## src/design/skm_pkg.sv

```systemverilog
// ----------------------------------------------------------------------------
// skm_pkg: shared types and codes for the sorted key map
// Word layouts, function and status codes, sequencer states.
// ----------------------------------------------------------------------------
package skm_pkg;

	localparam int unsigned CAPACITY_DEF = 64;

	localparam int unsigned FUNC_W = 2;
	localparam int unsigned KEY_W  = 32;
	localparam int unsigned VAL_W  = 32;
	localparam int unsigned STAT_W = 3;
	localparam int unsigned LIVE_W = 7;

	localparam logic [FUNC_W-1:0] FN_ADD  = 2'd0;
	localparam logic [FUNC_W-1:0] FN_FIND = 2'd1;
	localparam logic [FUNC_W-1:0] FN_DEL  = 2'd2;

	localparam logic [STAT_W-1:0] ST_OK      = 3'd0;
	localparam logic [STAT_W-1:0] ST_FULL    = 3'd1;
	localparam logic [STAT_W-1:0] ST_ORDER   = 3'd2;
	localparam logic [STAT_W-1:0] ST_MISSING = 3'd3;
	localparam logic [STAT_W-1:0] ST_ZERO    = 3'd4;

	typedef struct packed {
		logic [FUNC_W-1:0] func;
		logic [KEY_W-1:0]  key;
		logic [VAL_W-1:0]  value;
	} skm_item_t;

	typedef struct packed {
		logic [STAT_W-1:0] status;
		logic [VAL_W-1:0]  found_value;
		logic [LIVE_W-1:0] live_count;
	} skm_result_t;

	typedef struct packed {
		logic lt;
		logic eq;
		logic gt;
	} skm_cmp_t;

	typedef enum logic [2:0] {
		S_IDLE,
		S_ADD_CHK,
		S_SEARCH,
		S_SQZ,
		S_SQZ_END
	} skm_state_t;

endpackage

```

## src/design/skm_mem.sv

```systemverilog
// ----------------------------------------------------------------------------
// skm_mem: key and handle store
// Two arrays sharing one read address with registered read data, and one
// write address with separate key and handle write enables.
// ----------------------------------------------------------------------------
module skm_mem import skm_pkg::*; #(
	parameter int unsigned DEPTH = CAPACITY_DEF,
	localparam int unsigned IDX_W = $clog2(DEPTH)
) (
	input  logic             clk,
	input  logic             rd_en,
	input  logic [IDX_W-1:0] rd_addr,
	input  logic             wr_key_en,
	input  logic             wr_val_en,
	input  logic [IDX_W-1:0] wr_addr,
	input  logic [KEY_W-1:0] wr_key,
	input  logic [VAL_W-1:0] wr_val,
	output logic [KEY_W-1:0] rd_key_q,
	output logic [VAL_W-1:0] rd_val_q
);

	logic [KEY_W-1:0] key_mem   [DEPTH];
	logic [VAL_W-1:0] value_mem [DEPTH];

	always_ff @(posedge clk) begin
		if (wr_key_en) begin
			key_mem[wr_addr] <= wr_key;
		end
		if (wr_val_en) begin
			value_mem[wr_addr] <= wr_val;
		end
	end

	always_ff @(posedge clk) begin
		if (rd_en) begin
			rd_key_q <= key_mem[rd_addr];
			rd_val_q <= value_mem[rd_addr];
		end
	end

endmodule

```

## src/design/skm_probe.sv

```systemverilog
// ----------------------------------------------------------------------------
// skm_probe: binary search step
// Compares the probed key, narrows the search window and forms the next
// probe slot. Opens the window over all used slots on the first step.
// ----------------------------------------------------------------------------
module skm_probe import skm_pkg::*; #(
	parameter int unsigned CNT_W = 7
) (
	input  logic             first,
	input  logic [CNT_W-1:0] used,
	input  logic [CNT_W-1:0] lo,
	input  logic [CNT_W-1:0] hi,
	input  logic [KEY_W-1:0] rd_key,
	input  logic [KEY_W-1:0] key,
	output skm_cmp_t         cmp,
	output logic [CNT_W-1:0] lo_n,
	output logic [CNT_W-1:0] hi_n,
	output logic [CNT_W-1:0] mid_n,
	output logic             more
);

	logic [CNT_W-1:0] mid;

	always_comb begin
		mid    = lo + ((hi - lo) >> 1);
		cmp.lt = rd_key < key;
		cmp.eq = rd_key == key;
		cmp.gt = rd_key > key;
		lo_n   = lo;
		hi_n   = hi;
		if (first) begin
			lo_n = '0;
			hi_n = used;
		end else if (cmp.lt) begin
			lo_n = mid + CNT_W'(1);
		end else begin
			hi_n = mid;
		end
		more  = lo_n < hi_n;
		mid_n = lo_n + ((hi_n - lo_n) >> 1);
	end

endmodule

```

## src/design/sorted_key_map_with_tombstones.sv

```systemverilog
// ----------------------------------------------------------------------------
// sorted_key_map_with_tombstones: sorted key to handle map, lazy delete
// Command-style map over CAPACITY slots held in key order.
// ----------------------------------------------------------------------------
// Usage: drive item (func, key, value) and raise start; the word is taken on
// a clock edge where start is high and busy is low. busy then stays high
// until the answer is ready. The answer sits on result for exactly one cycle
// with done high; the receiver cannot stall it, and a new word may be
// started in that same cycle.
// Func 3 answers on the next cycle with busy never raised. Add passes through
// the order check, which reads the last used key when the table is not empty.
// Find and delete make one store read per binary search probe, paced by the
// single store read port. A find or delete on an empty table answers on the
// next cycle. An add to a full table with more than CAPACITY/4 tombstones
// first compacts the store, one slot read per cycle.
// Reset empties the table at once; the store contents need no clearing.
// ----------------------------------------------------------------------------
module sorted_key_map_with_tombstones import skm_pkg::*; #(
	parameter int unsigned CAPACITY = CAPACITY_DEF
) (
	input  logic        clk,
	input  logic        arst_n,
	input  logic        start,
	input  skm_item_t   item,
	output logic        busy,
	output logic        done,
	output skm_result_t result
);

	localparam int unsigned IDX_W = $clog2(CAPACITY);
	localparam int unsigned CNT_W = $clog2(CAPACITY + 1);
	localparam logic [CNT_W-1:0] CAP_C     = CNT_W'(CAPACITY);
	localparam logic [CNT_W-1:0] QUARTER_C = CNT_W'(CAPACITY / 4);

	skm_state_t state_q, state_d;

	logic [FUNC_W-1:0] func_q, func_d;
	logic [KEY_W-1:0]  key_q, key_d;
	logic [VAL_W-1:0]  value_q, value_d;
	logic [CNT_W-1:0]  used_q, used_d;
	logic [CNT_W-1:0]  dead_q, dead_d;
	logic [CNT_W-1:0]  lo_q, lo_d;
	logic [CNT_W-1:0]  hi_q, hi_d;
	logic [CNT_W-1:0]  mid_q, mid_d;
	logic [CNT_W-1:0]  sqz_rd_q, sqz_rd_d;
	logic [CNT_W-1:0]  sqz_wr_q, sqz_wr_d;
	logic              sqz_pend_q, sqz_pend_d;
	logic              done_q, done_d;
	logic [STAT_W-1:0] status_q, status_d;
	logic [VAL_W-1:0]  found_q, found_d;
	logic [CNT_W-1:0]  live;

	logic             rd_en;
	logic [IDX_W-1:0] rd_addr;
	logic             wr_key_en;
	logic             wr_val_en;
	logic [IDX_W-1:0] wr_addr;
	logic [KEY_W-1:0] wr_key;
	logic [VAL_W-1:0] wr_val;
	logic [KEY_W-1:0] rd_key_q;
	logic [VAL_W-1:0] rd_val_q;

	skm_cmp_t         cmp;
	logic [CNT_W-1:0] lo_n;
	logic [CNT_W-1:0] hi_n;
	logic [CNT_W-1:0] mid_n;
	logic             more;

	skm_mem #(
		.DEPTH(CAPACITY)
	) u_mem (
		.clk      (clk),
		.rd_en    (rd_en),
		.rd_addr  (rd_addr),
		.wr_key_en(wr_key_en),
		.wr_val_en(wr_val_en),
		.wr_addr  (wr_addr),
		.wr_key   (wr_key),
		.wr_val   (wr_val),
		.rd_key_q (rd_key_q),
		.rd_val_q (rd_val_q)
	);

	skm_probe #(
		.CNT_W(CNT_W)
	) u_probe (
		.first (state_q == S_IDLE),
		.used  (used_q),
		.lo    (lo_q),
		.hi    (hi_q),
		.rd_key(rd_key_q),
		.key   (key_q),
		.cmp   (cmp),
		.lo_n  (lo_n),
		.hi_n  (hi_n),
		.mid_n (mid_n),
		.more  (more)
	);

	always_ff @(posedge clk or negedge arst_n) begin
		if (!arst_n) begin
			state_q <= S_IDLE;
		end else begin
			state_q <= state_d;
		end
	end

	always_ff @(posedge clk or negedge arst_n) begin
		if (!arst_n) begin
			used_q     <= '0;
			dead_q     <= '0;
			sqz_pend_q <= 1'b0;
			done_q     <= 1'b0;
		end else begin
			used_q     <= used_d;
			dead_q     <= dead_d;
			sqz_pend_q <= sqz_pend_d;
			done_q     <= done_d;
		end
	end

	always_ff @(posedge clk) begin
		func_q   <= func_d;
		key_q    <= key_d;
		value_q  <= value_d;
		lo_q     <= lo_d;
		hi_q     <= hi_d;
		mid_q    <= mid_d;
		sqz_rd_q <= sqz_rd_d;
		sqz_wr_q <= sqz_wr_d;
		status_q <= status_d;
		found_q  <= found_d;
	end

	always_comb begin
		state_d    = state_q;
		func_d     = func_q;
		key_d      = key_q;
		value_d    = value_q;
		used_d     = used_q;
		dead_d     = dead_q;
		lo_d       = lo_q;
		hi_d       = hi_q;
		mid_d      = mid_q;
		sqz_rd_d   = sqz_rd_q;
		sqz_wr_d   = sqz_wr_q;
		sqz_pend_d = sqz_pend_q;
		done_d     = 1'b0;
		status_d   = status_q;
		found_d    = found_q;
		rd_en      = 1'b0;
		rd_addr    = '0;
		wr_key_en  = 1'b0;
		wr_val_en  = 1'b0;
		wr_addr    = '0;
		wr_key     = key_q;
		wr_val     = value_q;

		unique case (state_q)
			S_IDLE: begin
				if (start) begin
					func_d  = item.func;
					key_d   = item.key;
					value_d = item.value;
					case (item.func) inside
						FN_ADD: begin
							// fetch the last used key for the order check
							rd_en   = used_q != '0;
							rd_addr = IDX_W'(used_q - CNT_W'(1));
							state_d = S_ADD_CHK;
						end
						FN_FIND, FN_DEL: begin
							if (more) begin
								rd_en   = 1'b1;
								rd_addr = mid_n[IDX_W-1:0];
								lo_d    = lo_n;
								hi_d    = hi_n;
								mid_d   = mid_n;
								state_d = S_SEARCH;
							end else begin
								done_d   = 1'b1;
								status_d = ST_MISSING;
								found_d  = '0;
							end
						end
						default: begin
							done_d   = 1'b1;
							status_d = ST_OK;
							found_d  = '0;
						end
					endcase
				end
			end
			S_ADD_CHK: begin
				found_d = '0;
				if (used_q != '0 && rd_key_q >= key_q) begin
					done_d   = 1'b1;
					status_d = ST_ORDER;
					state_d  = S_IDLE;
				end else if (value_q == '0) begin
					done_d   = 1'b1;
					status_d = ST_ZERO;
					state_d  = S_IDLE;
				end else if (used_q == CAP_C) begin
					if (dead_q > QUARTER_C) begin
						sqz_rd_d   = '0;
						sqz_wr_d   = '0;
						sqz_pend_d = 1'b0;
						state_d    = S_SQZ;
					end else begin
						done_d   = 1'b1;
						status_d = ST_FULL;
						state_d  = S_IDLE;
					end
				end else begin
					wr_key_en = 1'b1;
					wr_val_en = 1'b1;
					wr_addr   = IDX_W'(used_q);
					used_d    = used_q + CNT_W'(1);
					done_d    = 1'b1;
					status_d  = ST_OK;
					state_d   = S_IDLE;
				end
			end
			S_SEARCH: begin
				if (cmp.eq) begin
					done_d  = 1'b1;
					state_d = S_IDLE;
					if (rd_val_q != '0) begin
						status_d = ST_OK;
						found_d  = rd_val_q;
						if (func_q == FN_DEL) begin
							// tombstone the slot; empty the table when all are dead
							wr_val_en = 1'b1;
							wr_addr   = mid_q[IDX_W-1:0];
							wr_val    = '0;
							if (dead_q + CNT_W'(1) == used_q) begin
								used_d = '0;
								dead_d = '0;
							end else begin
								dead_d = dead_q + CNT_W'(1);
							end
						end
					end else begin
						status_d = ST_MISSING;
						found_d  = '0;
					end
				end else if (more) begin
					rd_en   = 1'b1;
					rd_addr = mid_n[IDX_W-1:0];
					lo_d    = lo_n;
					hi_d    = hi_n;
					mid_d   = mid_n;
				end else begin
					done_d   = 1'b1;
					status_d = ST_MISSING;
					found_d  = '0;
					state_d  = S_IDLE;
				end
			end
			S_SQZ: begin
				// keep live slots, moving each down to the write pointer
				if (sqz_pend_q && rd_val_q != '0) begin
					wr_key_en = 1'b1;
					wr_val_en = 1'b1;
					wr_addr   = sqz_wr_q[IDX_W-1:0];
					wr_key    = rd_key_q;
					wr_val    = rd_val_q;
					sqz_wr_d  = sqz_wr_q + CNT_W'(1);
				end
				if (sqz_rd_q != used_q) begin
					rd_en      = 1'b1;
					rd_addr    = sqz_rd_q[IDX_W-1:0];
					sqz_rd_d   = sqz_rd_q + CNT_W'(1);
					sqz_pend_d = 1'b1;
				end else begin
					sqz_pend_d = 1'b0;
					if (!sqz_pend_q) begin
						state_d = S_SQZ_END;
					end
				end
			end
			S_SQZ_END: begin
				wr_key_en = 1'b1;
				wr_val_en = 1'b1;
				wr_addr   = sqz_wr_q[IDX_W-1:0];
				used_d    = sqz_wr_q + CNT_W'(1);
				dead_d    = '0;
				done_d    = 1'b1;
				status_d  = ST_OK;
				found_d   = '0;
				state_d   = S_IDLE;
			end
			default: begin
				state_d = S_IDLE;
			end
		endcase
	end

	// counts only change on an accepted word, so they are current while done is up
	assign live = used_q - dead_q;

	always_comb begin
		result.status      = status_q;
		result.found_value = found_q;
		result.live_count  = LIVE_W'(live);
	end

	assign busy = state_q != S_IDLE;
	assign done = done_q;

endmodule

```

## config.mk

```make
export PLATFORM = sky130hd
export DESIGN_NAME = sorted_key_map_with_tombstones
export DESIGN_NICKNAME = d
export VERILOG_FILES = /design/src/design/skm_pkg.sv /design/src/design/skm_mem.sv /design/src/design/skm_probe.sv /design/src/design/sorted_key_map_with_tombstones.sv
export SDC_FILE = /design/constraint.sdc
export NUM_CORES = 2
export LEC_CHECK = 0
export BUFFER_PORTS_ARGS = -buffer_cell sky130_fd_sc_hd__clkbuf_2
export CAP_MARGIN = 20
export CORE_AREA = 5 5 584 586
export CTS_BUF_LIST = sky130_fd_sc_hd__clkbuf_16
export DETAILED_ROUTE_END_ITERATION = 12
export DIE_AREA = 0 0 589 591
export PLACE_DENSITY_LB_ADDON = 0.08
export SLEW_MARGIN = 30
export SYNTH_ARGS = -nofsm -noshare
export SYNTH_HDL_FRONTEND = slang
export SYNTH_SLANG_ARGS = --single-unit
export TNS_END_PERCENT = 10
```

## constraint.sdc

```tcl
create_clock -name clk -period 10.5 [get_ports clk]
set_clock_uncertainty 0.1 [all_clocks]
set_input_delay 3.15 -clock clk [delete_from_list [all_inputs] [get_ports clk]]
set_output_delay 3.15 -clock clk [all_outputs]
set_load 0.03 [all_outputs]
```

==> results.txt <==
The floorplan die height works out to 591 µm. TritonCTS built the clock tree. The run finished with clean final reports. The run gives 6 as the number of iterations in the first detailed-routing pass. The worst path meets setup with 1.31 ns of slack. Setup violations remaining at the end of the flow were counted as 0. Once detailed placement completed, the half-perimeter wirelength came to 271000 µm. The initial utilization of the core area, before any placement, comes to 50.7%. The longest clock path from root to sink contains 4 buffers. Routability-driven placement finished with a final weighted congestion of 0.833. In the synthesized netlist the async set-or-reset flop fraction comes to 0.440%. The minimum clock period after layout is 9.19 ns, and the sequential-to-total area share from yosys stat is 76.2%.

Setup repair after global routing left no endpoint under its margin. The post-synthesis to final-layout area growth is 13.3%. Counting every sink on the clock net gives 4314. Number of design-rule violations left by the first detailed-router iteration: 14500. The number of hold-slack violations in the final timing report was 0; the number of levels in the clock H-tree was 5.

After global routing the overflow that remains totals 0. The tools report the total DRC errors in the routed layout as 0. The worst setup path is captured at a register. The worst hold path class is register to register. Excluding fillers, the count of instances in the completed layout stands at 16900. The post-synthesis average cell area was 14.2 µm²; the share of the clock period used by the worst path was 87.5%. The reported max-cap violation count came out at 0.

The number of input and output port buffers inserted is 112. The cell with the largest stage delay on the worst path is sky130_fd_sc_hd__nor4_2. The setup slack after placement was 1.43 ns. The number of gates on the worst path with buffers counted works out to 28. Leading register cell type out of synthesis: sky130_fd_sc_hd__edfxtp_1.

The region available for standard cell placement spans 335000 µm². The startpoint of the most critical hold path was sqz_pend_q. Summed over its instances, the top area cell type makes up 75.9% of the synthesized netlist area.

The TritonCTS buffer count came out at 433. Gates resized during post-CTS repair numbered 0. The number of global-route vias before repair came out at 103000. Counting distinct cell types in the post-synthesis netlist gives 75.

The max-slew violation total from the final report is 0. In this run the clock root is driven by a sky130_fd_sc_hd__clkbuf_16. Yosys attributes the largest share of cell area to sky130_fd_sc_hd__edfxtp_1 (76%), sky130_fd_sc_hd__nand2_1 (5.9%), sky130_fd_sc_hd__a21oi_1 (4.7%). Summing over every cut layer, the via total after detailed routing is 109000. At the later pin of the worst-skew pair, clock insertion delay measures 0.96 ns. The worst hold path cell count is 1, and the number of buffers inserted by post-CTS setup repair is 0.

Source of the worst register-to-register timing path: lo_q[1]. The Yosys step of the flow raised 0 warnings. Measured in cells, the most critical reg-to-reg path has a length of 28. For the normalized max-slew margin, the log shows 28.7%. The share of final-layout standard cells stronger than drive strength 1 was 12.5%; the transition time at the pin with the least slew margin was 1.07 ns. The area of the mapped netlist was 170000 µm². The maximum cell stage delay along the critical path came out at 0.91 ns.

The required time of the critical path was 11.21 ns. For the total nets after synthesis, the log shows 12100. The floorplan step defined a die boundary enclosing 348000 µm².

The logs give 0.109 GHz for the highest achievable clock rate and 0 for the number of routed nets with antenna violations. The hold buffer count at CTS is 0, and the gate count after technology mapping is 12000. The number of vias per cell after detailed routing is 6.43, and the overall global routing resource usage is 28.5%. The clock slew seen by the registers of the worst setup and hold paths was 0.06 ns; the average routed wire per standard cell was 30.2 µm. The number of placed instances, taps included, is 16100. The chip width is 589 µm.

The number of antenna violations at the first check in global routing is 16, and the total number of placement rows is 213. Tracing the worst setup path back leads to its startpoint at lo_q[1]. The final wirelength is 511000 µm.

The dominant cell by count in the synthesized netlist is sky130_fd_sc_hd__edfxtp_1. The worst setup path is of the register to register kind. The commonest cells after synthesis are sky130_fd_sc_hd__edfxtp_1 (4295), sky130_fd_sc_hd__nand2_1 (2673), sky130_fd_sc_hd__a21oi_1 (1612).

The startpoint class of the critical path was a register. I/O pin count: 113. After the last flow step, the layout net total stands at 12300.

The tools report the data arrival at the endpoint of the critical path as 9.90 ns. The first global-routing pass estimated 728000 µm of wire. Along the worst path, the maximum fanout reaches 99. The tools report the largest net degree at the start of global routing as 154. The category of cells accounting for the largest share of critical-path delay was simple AND/OR/NAND/NOR gates. Counting flops with a built-in enable in the synthesized netlist gives 4295.

The biggest area contributor in the post-synthesis netlist is sky130_fd_sc_hd__edfxtp_1. The synthesis-stage register bit count works out to 4314. Counting both buffers and inverters, the worst setup path holds a total of 3.
-- metal layers --
metal | up-vias | GRT usage [%] | share of wire [%]
met2 | 5791 | 42.9 | 45
met5 | - | 0 | 0.0059
li1 | 46400 | - | -
met1 | 55700 | 43.0 | 42
met3 | 787 | 5.87 | 11
met4 | 4 | 6.69 | 2.4
-- path summary, 6_finish.rpt --
path                                 endpoint  slack (ns)
min in group asynchronous           dead_q[3]        2.10
hold / removal                     sqz_pend_q        0.45
max in group asynchronous           used_q[3]        7.82
setup reg to reg           u_mem.rd_val_q[29]        1.31
hold reg to reg                    sqz_pend_q        0.45
setup / recovery           u_mem.rd_val_q[29]        1.31
-- flip-flops by register name, indices dropped and copies added, names as in the netlist --
signal           count
sqz_rd_q             7
state_q              3
status_q             3
u_mem.rd_key_q      32
u_mem.rd_val_q      32
mid_q                6
u_mem.value_mem   2048
lo_q                 7
found_q             32
used_q               7
u_mem.key_mem     2048
value_q             32
hi_q                 7
dead_q               7
sqz_pend_q           1
key_q               32
done                 1
sqz_wr_q             7
func_q               2
-- worst register-to-register path, delay by kind of cell, from the launching register on --
kind / cells / cell delay, ns
mux: 1 / 0.30
compound gates: 11 / 2.71
simple gates: 8 / 3.04
xor+xnor: 2 / 0.31
buf+inv: 3 / 1.11
flops: 1 / 0.39
fa+ha+maj: 3 / 1.09
-- layout make-up --
class / instances / area [µm²]
Clock buffer: 442 / 11100
Sequential cell: 4314 / 129000
Inverter: 78 / 293
Clock inverter: 355 / 2540
Timing Repair Buffer: 570 / 4880
Multi-Input combinational cell: 6737 / 38700
Fill cell: 25900 / 143000
Tap cell: 4407 / 5510
Antenna cell: 3 / 7.51
-- metrics by stage --
stage	setup TNS (ns)	area (µm²)	util, %	hold WS (ns)
6_report	0	192000	57.4	0.446
5_1_grt	0	192000	57.4	0.465
4_1_cts	0	192000	57.4	0.449
3_5_place_dp	0	179000	53.3	0.434
3_3_place_gp	-0.858	178000	53.1	0.445
2_1_floorplan	0	170000	-	0.381
-- cell usage in the layout, fill, tap and decap left out, types with 112 or more instances in the layout --
master,count
sky130_fd_sc_hd__a32oi_1,508
sky130_fd_sc_hd__nor2_4,131
sky130_fd_sc_hd__a21oi_1,1579
sky130_fd_sc_hd__inv_1,158
sky130_fd_sc_hd__a22oi_1,519
sky130_fd_sc_hd__buf_4,376
sky130_fd_sc_hd__nand2_1,2661
sky130_fd_sc_hd__o22ai_1,513
sky130_fd_sc_hd__edfxtp_1,4295
sky130_fd_sc_hd__clkbuf_2,112
sky130_fd_sc_hd__clkbuf_16,442
-- logic make-up (layout without fill, tap and decap cells) --
family                   count (synthesis)  count (layout)  share of synthesized area (%)
AO/OA/AOI/OAI                         3388            3388                           12.5
XOR/XNOR                                58              58                          0.299
adder cells (fa/ha/maj)                 76              76                          0.580
buffers and inverters                  934            1445                           2.44
flip-flops                            4314            4314                           76.2
multiplexers                            75              75                          0.630
other                                    0               3                              0
AND/OR/NAND/NOR                       3140            3140                           7.38
Power is not shown: default switching activity piles up to over one toggle a cycle in this logic, so the estimate is an artifact.
